<file path="src/rtl/plr_pkg.sv">
// plr_pkg: shared widths, request codes and structs for the planar line rasteriser.
// Used by plr_line_core and planar_line_rasterizer; no dependencies of its own.
package plr_pkg;

	localparam int COORD_BITS  = 10;
	localparam int DEC_BITS    = COORD_BITS + 3;
	localparam int AXIAL_BITS  = COORD_BITS + 2;
	localparam int ROW_BITS    = 10;
	localparam int ADDR_BITS   = 16;
	localparam int COLOR_BITS  = 8;
	localparam int OP_BITS     = 8;
	localparam int PLANES      = 4;
	localparam int PLANE_BITS  = 2;
	localparam int PROD_BITS   = COORD_BITS + ROW_BITS;

	localparam logic [ROW_BITS-1:0] ROW_BYTES_RESET = ROW_BITS'(90);

	localparam int IN_RAW_BITS   = 4 * COORD_BITS + COLOR_BITS + OP_BITS;
	localparam int IN_DATA_BITS  = ((IN_RAW_BITS + 7) / 8) * 8;
	localparam int OUT_RAW_BITS  = 2 * COORD_BITS + ADDR_BITS + PLANES + COLOR_BITS + OP_BITS;
	localparam int OUT_DATA_BITS = ((OUT_RAW_BITS + 7) / 8) * 8;

	typedef enum logic {
		CMD_LOAD = 1'b0,
		CMD_STEP = 1'b1
	} cmd_t;

	typedef logic [COORD_BITS-1:0] coord_t;

	typedef struct packed {
		cmd_t                  cmd;
		coord_t                start_x;
		coord_t                start_y;
		coord_t                end_x;
		coord_t                end_y;
		logic [COLOR_BITS-1:0] pen_color;
		logic [OP_BITS-1:0]    raster_op;
	} line_req_t;

	typedef struct packed {
		coord_t                x;
		coord_t                y;
		logic [COLOR_BITS-1:0] color;
		logic [OP_BITS-1:0]    op;
		logic                  last;
	} pix_t;

endpackage

</file>
<file path="src/rtl/planar_line_rasterizer.sv">
// planar_line_rasterizer: top level, stream ports, request and result pipeline, addressing.
// Depends on plr_pkg and plr_line_core.
//
//  channel   direction  handshake                       payload
//  s_axis    in         s_axis_tvalid / s_axis_tready   tuser = cmd, tdata = endpoints, colour, op
//  m_axis    out        m_axis_tvalid / m_axis_tready   tdata = pixel, address, mask; tlast
//  cfg       in         cfg_we (no ready)               cfg_wdata = bytes_per_row
//
// One request per clock while s_axis_tready is high. The line state and the next pixel are
// settled at acceptance (stage 1), the row multiply and byte address at stage 2, which is
// the output register.
// Reset clears the line state, the valid flags and bytes_per_row (to 90).
// A stalled output holds stage 2; stage 1 still takes a request while stage 2 is free or
// being drained, so s_axis_tready only drops when both stages hold pixels.
module planar_line_rasterizer (
	input  logic                               clk,
	input  logic                               arst_n,
	// bytes_per_row write
	input  logic                               cfg_we,
	input  logic [plr_pkg::ROW_BITS-1:0]       cfg_wdata,
	// requests
	input  logic                               s_axis_tvalid,
	output logic                               s_axis_tready,
	// start_x, start_y, end_x, end_y, pen_color, raster_op (lowest first)
	input  logic [plr_pkg::IN_DATA_BITS-1:0]   s_axis_tdata,
	// cmd: 0 load, 1 step
	input  logic                               s_axis_tuser,
	// pixels
	output logic                               m_axis_tvalid,
	input  logic                               m_axis_tready,
	// pix_x, pix_y, byte_address, plane_mask, out_color, out_op (lowest first)
	output logic [plr_pkg::OUT_DATA_BITS-1:0]  m_axis_tdata,
	// last_pixel
	output logic                               m_axis_tlast
);
	import plr_pkg::*;

	localparam int CW = COORD_BITS;

	logic [ROW_BITS-1:0]  row_bytes_q;

	line_req_t            req;
	pix_t                 pix_nxt;
	logic                 emit;
	logic                 take;
	logic                 adv1;

	logic                 valid_s1;
	pix_t                 pix_s1;

	logic                 valid_s2;
	logic [OUT_RAW_BITS-1:0] data_s2;
	logic                 last_s2;

	logic [PROD_BITS-1:0] row_prod;
	logic [ADDR_BITS-1:0] byte_addr;
	logic [PLANES-1:0]    mask;

	// unpack the request
	assign req.cmd       = cmd_t'(s_axis_tuser);
	assign req.start_x   = s_axis_tdata[CW-1:0];
	assign req.start_y   = s_axis_tdata[2*CW-1:CW];
	assign req.end_x     = s_axis_tdata[3*CW-1:2*CW];
	assign req.end_y     = s_axis_tdata[4*CW-1:3*CW];
	assign req.pen_color = s_axis_tdata[4*CW+COLOR_BITS-1:4*CW];
	assign req.raster_op = s_axis_tdata[4*CW+COLOR_BITS+OP_BITS-1:4*CW+COLOR_BITS];

	// stage 2 moves on when empty or drained; stage 1 when stage 2 will take it
	assign adv1          = !valid_s2 || m_axis_tready;
	assign s_axis_tready = !valid_s1 || adv1;
	assign take          = s_axis_tvalid && s_axis_tready;

	always_ff @(posedge clk or negedge arst_n) begin
		if (!arst_n)
			row_bytes_q <= ROW_BYTES_RESET;
		else if (cfg_we)
			row_bytes_q <= cfg_wdata;
	end

	plr_line_core u_core (
		.clk    (clk),
		.arst_n (arst_n),
		.take   (take),
		.req    (req),
		.pix    (pix_nxt),
		.emit   (emit)
	);

	// stage 1: pixel as settled at acceptance
	always_ff @(posedge clk or negedge arst_n) begin
		if (!arst_n)
			valid_s1 <= 1'b0;
		else if (take)
			valid_s1 <= emit;
		else if (adv1)
			valid_s1 <= 1'b0;
	end

	always_ff @(posedge clk) begin
		if (take)
			pix_s1 <= pix_nxt;
	end

	// planar addressing: y * bytes_per_row + x / 4, mask from x mod 4
	assign row_prod  = pix_s1.y * row_bytes_q;
	assign byte_addr = row_prod[ADDR_BITS-1:0] + ADDR_BITS'(pix_s1.x >> PLANE_BITS);
	assign mask      = PLANES'(1) << pix_s1.x[PLANE_BITS-1:0];

	// stage 2: output register
	always_ff @(posedge clk or negedge arst_n) begin
		if (!arst_n)
			valid_s2 <= 1'b0;
		else if (adv1)
			valid_s2 <= valid_s1;
	end

	always_ff @(posedge clk) begin
		if (adv1 && valid_s1) begin
			data_s2 <= {pix_s1.op, pix_s1.color, mask, byte_addr, pix_s1.y, pix_s1.x};
			last_s2 <= pix_s1.last;
		end
	end

	assign m_axis_tvalid = valid_s2;
	assign m_axis_tdata  = OUT_DATA_BITS'(data_s2);
	assign m_axis_tlast  = last_s2;

	a_mask_onehot: assert property (@(posedge clk) disable iff (!arst_n)
		m_axis_tvalid |-> $onehot(m_axis_tdata[2*CW+ADDR_BITS+PLANES-1:2*CW+ADDR_BITS]))
		else $error("plane mask not one-hot");

	a_s1_held_on_stall: assert property (@(posedge clk) disable iff (!arst_n)
		(valid_s1 && !adv1) |=> valid_s1)
		else $error("stage 1 pixel lost under stall");

	a_no_take_when_full: assert property (@(posedge clk) disable iff (!arst_n)
		(valid_s1 && valid_s2 && !m_axis_tready) |-> !take)
		else $error("request taken with both stages full");

endmodule

</file>
<file path="src/rtl/plr_line_core.sv">
// plr_line_core: Bresenham line state and next-pixel logic, one request per clock while take is high.
// Depends on plr_pkg.
module plr_line_core (
	input  logic              clk,
	input  logic              arst_n,
	input  logic              take,
	input  plr_pkg::line_req_t req,
	output plr_pkg::pix_t     pix,
	output logic              emit
);
	import plr_pkg::*;

	logic                        active_q;
	coord_t                      cur_x_q, cur_y_q, major_end_q;
	logic                        y_major_q, minor_neg_q;
	logic signed [DEC_BITS-1:0]  decision_q, diag_q;
	logic [AXIAL_BITS-1:0]       axial_q;
	logic [COLOR_BITS-1:0]       color_q;
	logic [OP_BITS-1:0]          op_q;

	// load set-up
	coord_t                      adx, ady, sx0, sy0, sx1, sy1, dmaj, dmin, ld_end;
	logic                        ld_ymaj, ld_swap, ld_neg, ld_last;
	logic signed [DEC_BITS-1:0]  ld_dec, ld_diag;
	logic [AXIAL_BITS-1:0]       ld_axial;

	// step
	coord_t                      maj_cur, min_cur, maj_nxt, min_nxt, st_x, st_y;
	logic                        diag_move, st_last;
	logic signed [DEC_BITS-1:0]  st_dec;

	always_comb begin
		adx     = (req.end_x > req.start_x) ? req.end_x - req.start_x : req.start_x - req.end_x;
		ady     = (req.end_y > req.start_y) ? req.end_y - req.start_y : req.start_y - req.end_y;
		ld_ymaj = adx < ady;
		ld_swap = ld_ymaj ? (req.start_y > req.end_y) : (req.start_x > req.end_x);
		sx0     = ld_swap ? req.end_x : req.start_x;
		sy0     = ld_swap ? req.end_y : req.start_y;
		sx1     = ld_swap ? req.start_x : req.end_x;
		sy1     = ld_swap ? req.start_y : req.end_y;
		ld_neg  = ld_ymaj ? !(sx1 > sx0) : !(sy1 > sy0);
		dmaj    = ld_ymaj ? ady : adx;
		dmin    = ld_ymaj ? adx : ady;
		ld_end  = ld_ymaj ? sy1 : sx1;
		ld_last = (ld_ymaj ? sy0 : sx0) == ld_end;
		ld_dec  = $signed({2'b00, dmin, 1'b0}) - $signed({3'b000, dmaj});
		ld_diag = $signed({2'b00, dmin, 1'b0}) - $signed({2'b00, dmaj, 1'b0});
		ld_axial = {1'b0, dmin, 1'b0};
	end

	always_comb begin
		maj_cur   = y_major_q ? cur_y_q : cur_x_q;
		min_cur   = y_major_q ? cur_x_q : cur_y_q;
		diag_move = !decision_q[DEC_BITS-1];
		maj_nxt   = maj_cur + COORD_BITS'(1);
		if (!diag_move)
			min_nxt = min_cur;
		else if (minor_neg_q)
			min_nxt = min_cur - COORD_BITS'(1);
		else
			min_nxt = min_cur + COORD_BITS'(1);
		st_dec  = diag_move ? decision_q + diag_q : decision_q + $signed({1'b0, axial_q});
		st_x    = y_major_q ? min_nxt : maj_nxt;
		st_y    = y_major_q ? maj_nxt : min_nxt;
		st_last = maj_nxt == major_end_q;
	end

	always_comb begin
		if (req.cmd == CMD_LOAD) begin
			emit = 1'b1;
			pix  = '{x: sx0, y: sy0, color: req.pen_color, op: req.raster_op, last: ld_last};
		end else begin
			emit = active_q;
			pix  = '{x: st_x, y: st_y, color: color_q, op: op_q, last: st_last};
		end
	end

	always_ff @(posedge clk or negedge arst_n) begin
		if (!arst_n) begin
			active_q    <= 1'b0;
			cur_x_q     <= '0;
			cur_y_q     <= '0;
			major_end_q <= '0;
			y_major_q   <= 1'b0;
			minor_neg_q <= 1'b0;
			decision_q  <= '0;
			diag_q      <= '0;
			axial_q     <= '0;
			color_q     <= '0;
			op_q        <= '0;
		end else if (take) begin
			if (req.cmd == CMD_LOAD) begin
				active_q    <= !ld_last;
				cur_x_q     <= sx0;
				cur_y_q     <= sy0;
				major_end_q <= ld_end;
				y_major_q   <= ld_ymaj;
				minor_neg_q <= ld_neg;
				decision_q  <= ld_dec;
				diag_q      <= ld_diag;
				axial_q     <= ld_axial;
				color_q     <= req.pen_color;
				op_q        <= req.raster_op;
			end else if (active_q) begin
				cur_x_q    <= st_x;
				cur_y_q    <= st_y;
				decision_q <= st_dec;
				if (st_last)
					active_q <= 1'b0;
			end
		end
	end

	// a running line never sits on its end point
	a_active_not_at_end: assert property (@(posedge clk) disable iff (!arst_n)
		active_q |-> ((y_major_q ? cur_y_q : cur_x_q) != major_end_q))
		else $error("line active at its end point");

	a_idle_step_silent: assert property (@(posedge clk) disable iff (!arst_n)
		(req.cmd == CMD_STEP && !active_q) |-> !emit)
		else $error("pixel emitted by a step while idle");

	a_last_ends_line: assert property (@(posedge clk) disable iff (!arst_n)
		(take && emit && pix.last) |=> !active_q)
		else $error("line still active after its last pixel");

endmodule

</file>
<file path="config.mk">
export PLATFORM = sky130hd
export DESIGN_NAME = planar_line_rasterizer
export DESIGN_NICKNAME = d
export VERILOG_FILES = /design/src/rtl/plr_pkg.sv /design/src/rtl/planar_line_rasterizer.sv /design/src/rtl/plr_line_core.sv
export SDC_FILE = /design/constraint.sdc
export NUM_CORES = 1
export LEC_CHECK = 0
export BUFFER_PORTS_ARGS = -buffer_cell sky130_fd_sc_hd__clkbuf_2
export CAP_MARGIN = 0
export CORE_MARGIN = 1.5
export CORE_UTILIZATION = 30
export DETAILED_ROUTE_END_ITERATION = 7
export PLACE_DENSITY_LB_ADDON = 0.2
export SYNTH_ARGS = -nofsm -noshare
export SYNTH_HDL_FRONTEND = slang
export SYNTH_SLANG_ARGS = --single-unit
</file>
<file path="constraint.sdc">
create_clock -name clk -period 5.7 [get_ports clk]
set_clock_uncertainty 0.2 [all_clocks]
set_input_delay 1.71 -clock clk [delete_from_list [all_inputs] [get_ports clk]]
set_output_delay 1.71 -clock clk [all_outputs]
set_load 0.1 [all_outputs]
</file>
==> flow_summary.toml <==
[floorplanning]
die_y_um = 234
dieArea_um2 = 54600
fp.coreArea_um2 = 52600
initial_core_util_pct = 30.4
die-width_um = 234
fp-row-count = 84
io_pins = 131

[synth]
syn_inst = 1738
synth_nets = 2005
syn_area_per_cell_um2 = 9.19
synth-seq-area-share_pct = 32.4
syn_area_um2 = 16000
synth_top_flop_cell = "edfxtp_1"
ys_ff_latch = 188
yosys.area.top_type = "edfxtp_1"
synthDistinctLibCells = 88
yosys_warnings = 0
synthArstFlopShare_pct = 50.0
synth_top_area_share_pct = 17.7
synth_edf_count = 94
synth_area_leaders = "edfxtp_1, dfrtp_1, ha_1"

[drt]
drc = 0
drt_iter0_drc = 734
ant_nets = 0
via_per_inst = 4.80
drt_first_pass_iters = 6
num_vias = 13900
wl_um = 48800
wl_per_cell_um = 16.9

[sta]
layout_setup_ws_ns = -0.986
max_freq_mhz = 150
setup_viol = 75
slew_headroom_pct = 29.2
fin_crit_sh_pct = 117
slew_viol_final = 0
tightest_slew_ns = 1.06
rsz0062_at_grt = "true"
hold_viol = 0
period_minus_slack_ns = 6.69

[worst_setup_path]
start_kind = "input port"
critPathMaxStageDelay_ns = 0.40
crit_buf_inv = 14
path_max_fanout = 6
crit_path_frequent_cell = "buf_4"
cp_top_family = "compound AO/OA/AOI/OAI gates"
cp_slowest_cell = "a221o_1"
crit_required_ns = 5.86
crit_path_end_kind = "flip-flop"
cp.arrival_ns = 6.85
path_class = "in -> reg"

[layout]
insertedDiodeCount = 0
multi_input_area_um2 = 10800
drive_gt1_share_pct = 36.1
mostFrequentLayoutCells = "buf_4, nand2_1, inv_1, clkbuf_2, ha_1"
area_growth_pct = 36.3
nets = 2452
fillers = 5286
final_common_cell = "buf_4"
seq_area_um2 = 5180
stdcell_area_um2 = 21800

[clock_network]
numCtsBuffers = 17
cts_tree = "done"
clk_pin_slew_ns = 0.08
worst_skew_pair.late_latency_ns = 0.46
root_buffer = "clkbuf_16"
cts.sinks = 188
clockBufferDepth = 2
cts_max_level = 4

[status]
violations = "setup timing"
status = "finished, violations left"

[run]
maxCapViolCount = 0

[placed_design]
placed_area_um2 = 19900
portBuffers = 130
gp_congestion = 0.852
dpl.hpwl_um = 38600

[worst_hold_path]
hp-class = "reg -> reg"

[global_routing]
antenna_found_initial = 0
grt_usage_pct = 18.0
grt_max_degree = 72
grt_pass1_wl_um = 76800
overflow = 0
grt_pass1_vias = 14200
## path summary, 6_finish.rpt
path,from,to,slack (ns),depth (start not counted)
hold / removal,pix_s1[4],m_axis_tdata[51],0.22,0
setup / recovery,s_axis_tdata[30],u_core.minor_neg_q,-0.99,32
min in group asynchronous,arst_n,u_core.op_q[6],1.16,1
setup reg to reg,row_bytes_q[1],m_axis_tdata[34],0.23,21
hold reg to reg,pix_s1[4],m_axis_tdata[51],0.22,0
max in group asynchronous,arst_n,m_axis_tvalid,3.19,2
## through the flow
stage	std cells	utilization [%]	hold slack (ns)	worst slack (ns)	TNS (ns)
floorplan	1738	-	0.200	-1.52	-37.44
detailed placement	2793	37.9	0.205	-1.70	-99.57
finish	2886	41.4	0.220	-0.986	-39.68
global route	2886	41.4	0.226	-1.23	-55.03
CTS	2872	40.4	0.221	-0.921	-35.83
global placement	2793	37.9	0.202	-1.66	-93.46
## registers in the layout, summed over array words and instances (netlist names), 11 cells and up
| register | cells |
|---|---|
| u_core.decision_q | 12 |
| m_axis_tdata | 56 |
| u_core.diag_q | 11 |
| pix_s1 | 37 |
## per-layer routing
| layer | track usage [%] | vias to the layer above | routed length (um) |
|---|---|---|---|
| met1 | 24.0 | 6723 | 22700 |
| met3 | 2.33 | 32 | 1630 |
| met4 | 4.07 | 0 | 615 |
| li1 | - | 6878 | - |
| met2 | 31.1 | 229 | 23900 |
| met5 | 0 | - | 0 |
## cell families (layout without fill, tap and decap cells)
| group | Yosys count | count (layout) | share of synthesized area, % |
|---|---|---|---|
| and+or+nand+nor | 516 | 516 | 14.9 |
| DFF | 188 | 188 | 32.4 |
| buffers and inverters | 253 | 713 | 6.21 |
| muxes | 92 | 92 | 6.40 |
| xor gates and xnor gates | 96 | 96 | 5.38 |
| adders and majority gates | 195 | 195 | 18.7 |
| AOI/OAI and AO/OA | 398 | 398 | 16.0 |
## final cells by class
class	instances	share of cell area [%]
multi-input cells	1297	49.4
clock buffers	19	2.18
flip-flops and latches	188	23.8
inverters	167	3.03
clock inverters	13	0.632
repair buffers	514	17.0
well taps	688	3.95
## synthesized netlist by cell type (9+ instances only)
| cell type | n |
|---|---|
| a211oi_1 | 17 |
| a21o_1 | 26 |
| a21oi_1 | 104 |
| a31oi_1 | 15 |
| and2_1 | 57 |
| buf_2 | 15 |
| clkbuf_1 | 59 |
| dfrtp_1 | 90 |
| edfxtp_1 | 94 |
| fa_1 | 72 |
| ha_1 | 123 |
| inv_1 | 165 |
| mux2_2 | 67 |
| mux2i_1 | 21 |
| nand2_1 | 258 |
| nand2b_1 | 11 |
| nand3_1 | 25 |
| nand4_1 | 10 |
| nor2_1 | 73 |
| nor2b_1 | 19 |
| nor3_1 | 18 |
| o211ai_1 | 17 |
| o21ai_0 | 116 |
| o21bai_1 | 11 |
| or3_1 | 9 |
| xnor2_1 | 64 |
| xor2_1 | 31 |
## worst register-to-register path: stages (launching register included)
cell and delay [ns]:
dfstp_2 0.64, nand2_1 0.11, fa_1 0.54, inv_1 0.04, ha_1 0.20, fa_1 0.43
ha_1 0.28, inv_1 0.04, fa_1 0.47, inv_1 0.04, ha_1 0.31, nor2b_1 0.14
o21ai_0 0.21, a21boi_0 0.15, o21ai_0 0.24, a21boi_0 0.16, o21a_1 0.21, o21ai_0 0.19
nand2b_1 0.09, a21oi_1 0.23, o21ai_0 0.14, xor2_1 0.15
## what timing repair did
item                                    in CTS  in global routing
pin swaps                                   41                 48
cloned                                       0                  1
hold buffers                                 0                  0
resized for setup                           73                 95
buffers inserted                            47                 18
endpoints found under the setup margin      79                 83
Power is not shown: default switching activity piles up to over one toggle a cycle in this logic, so the estimate is an artifact.
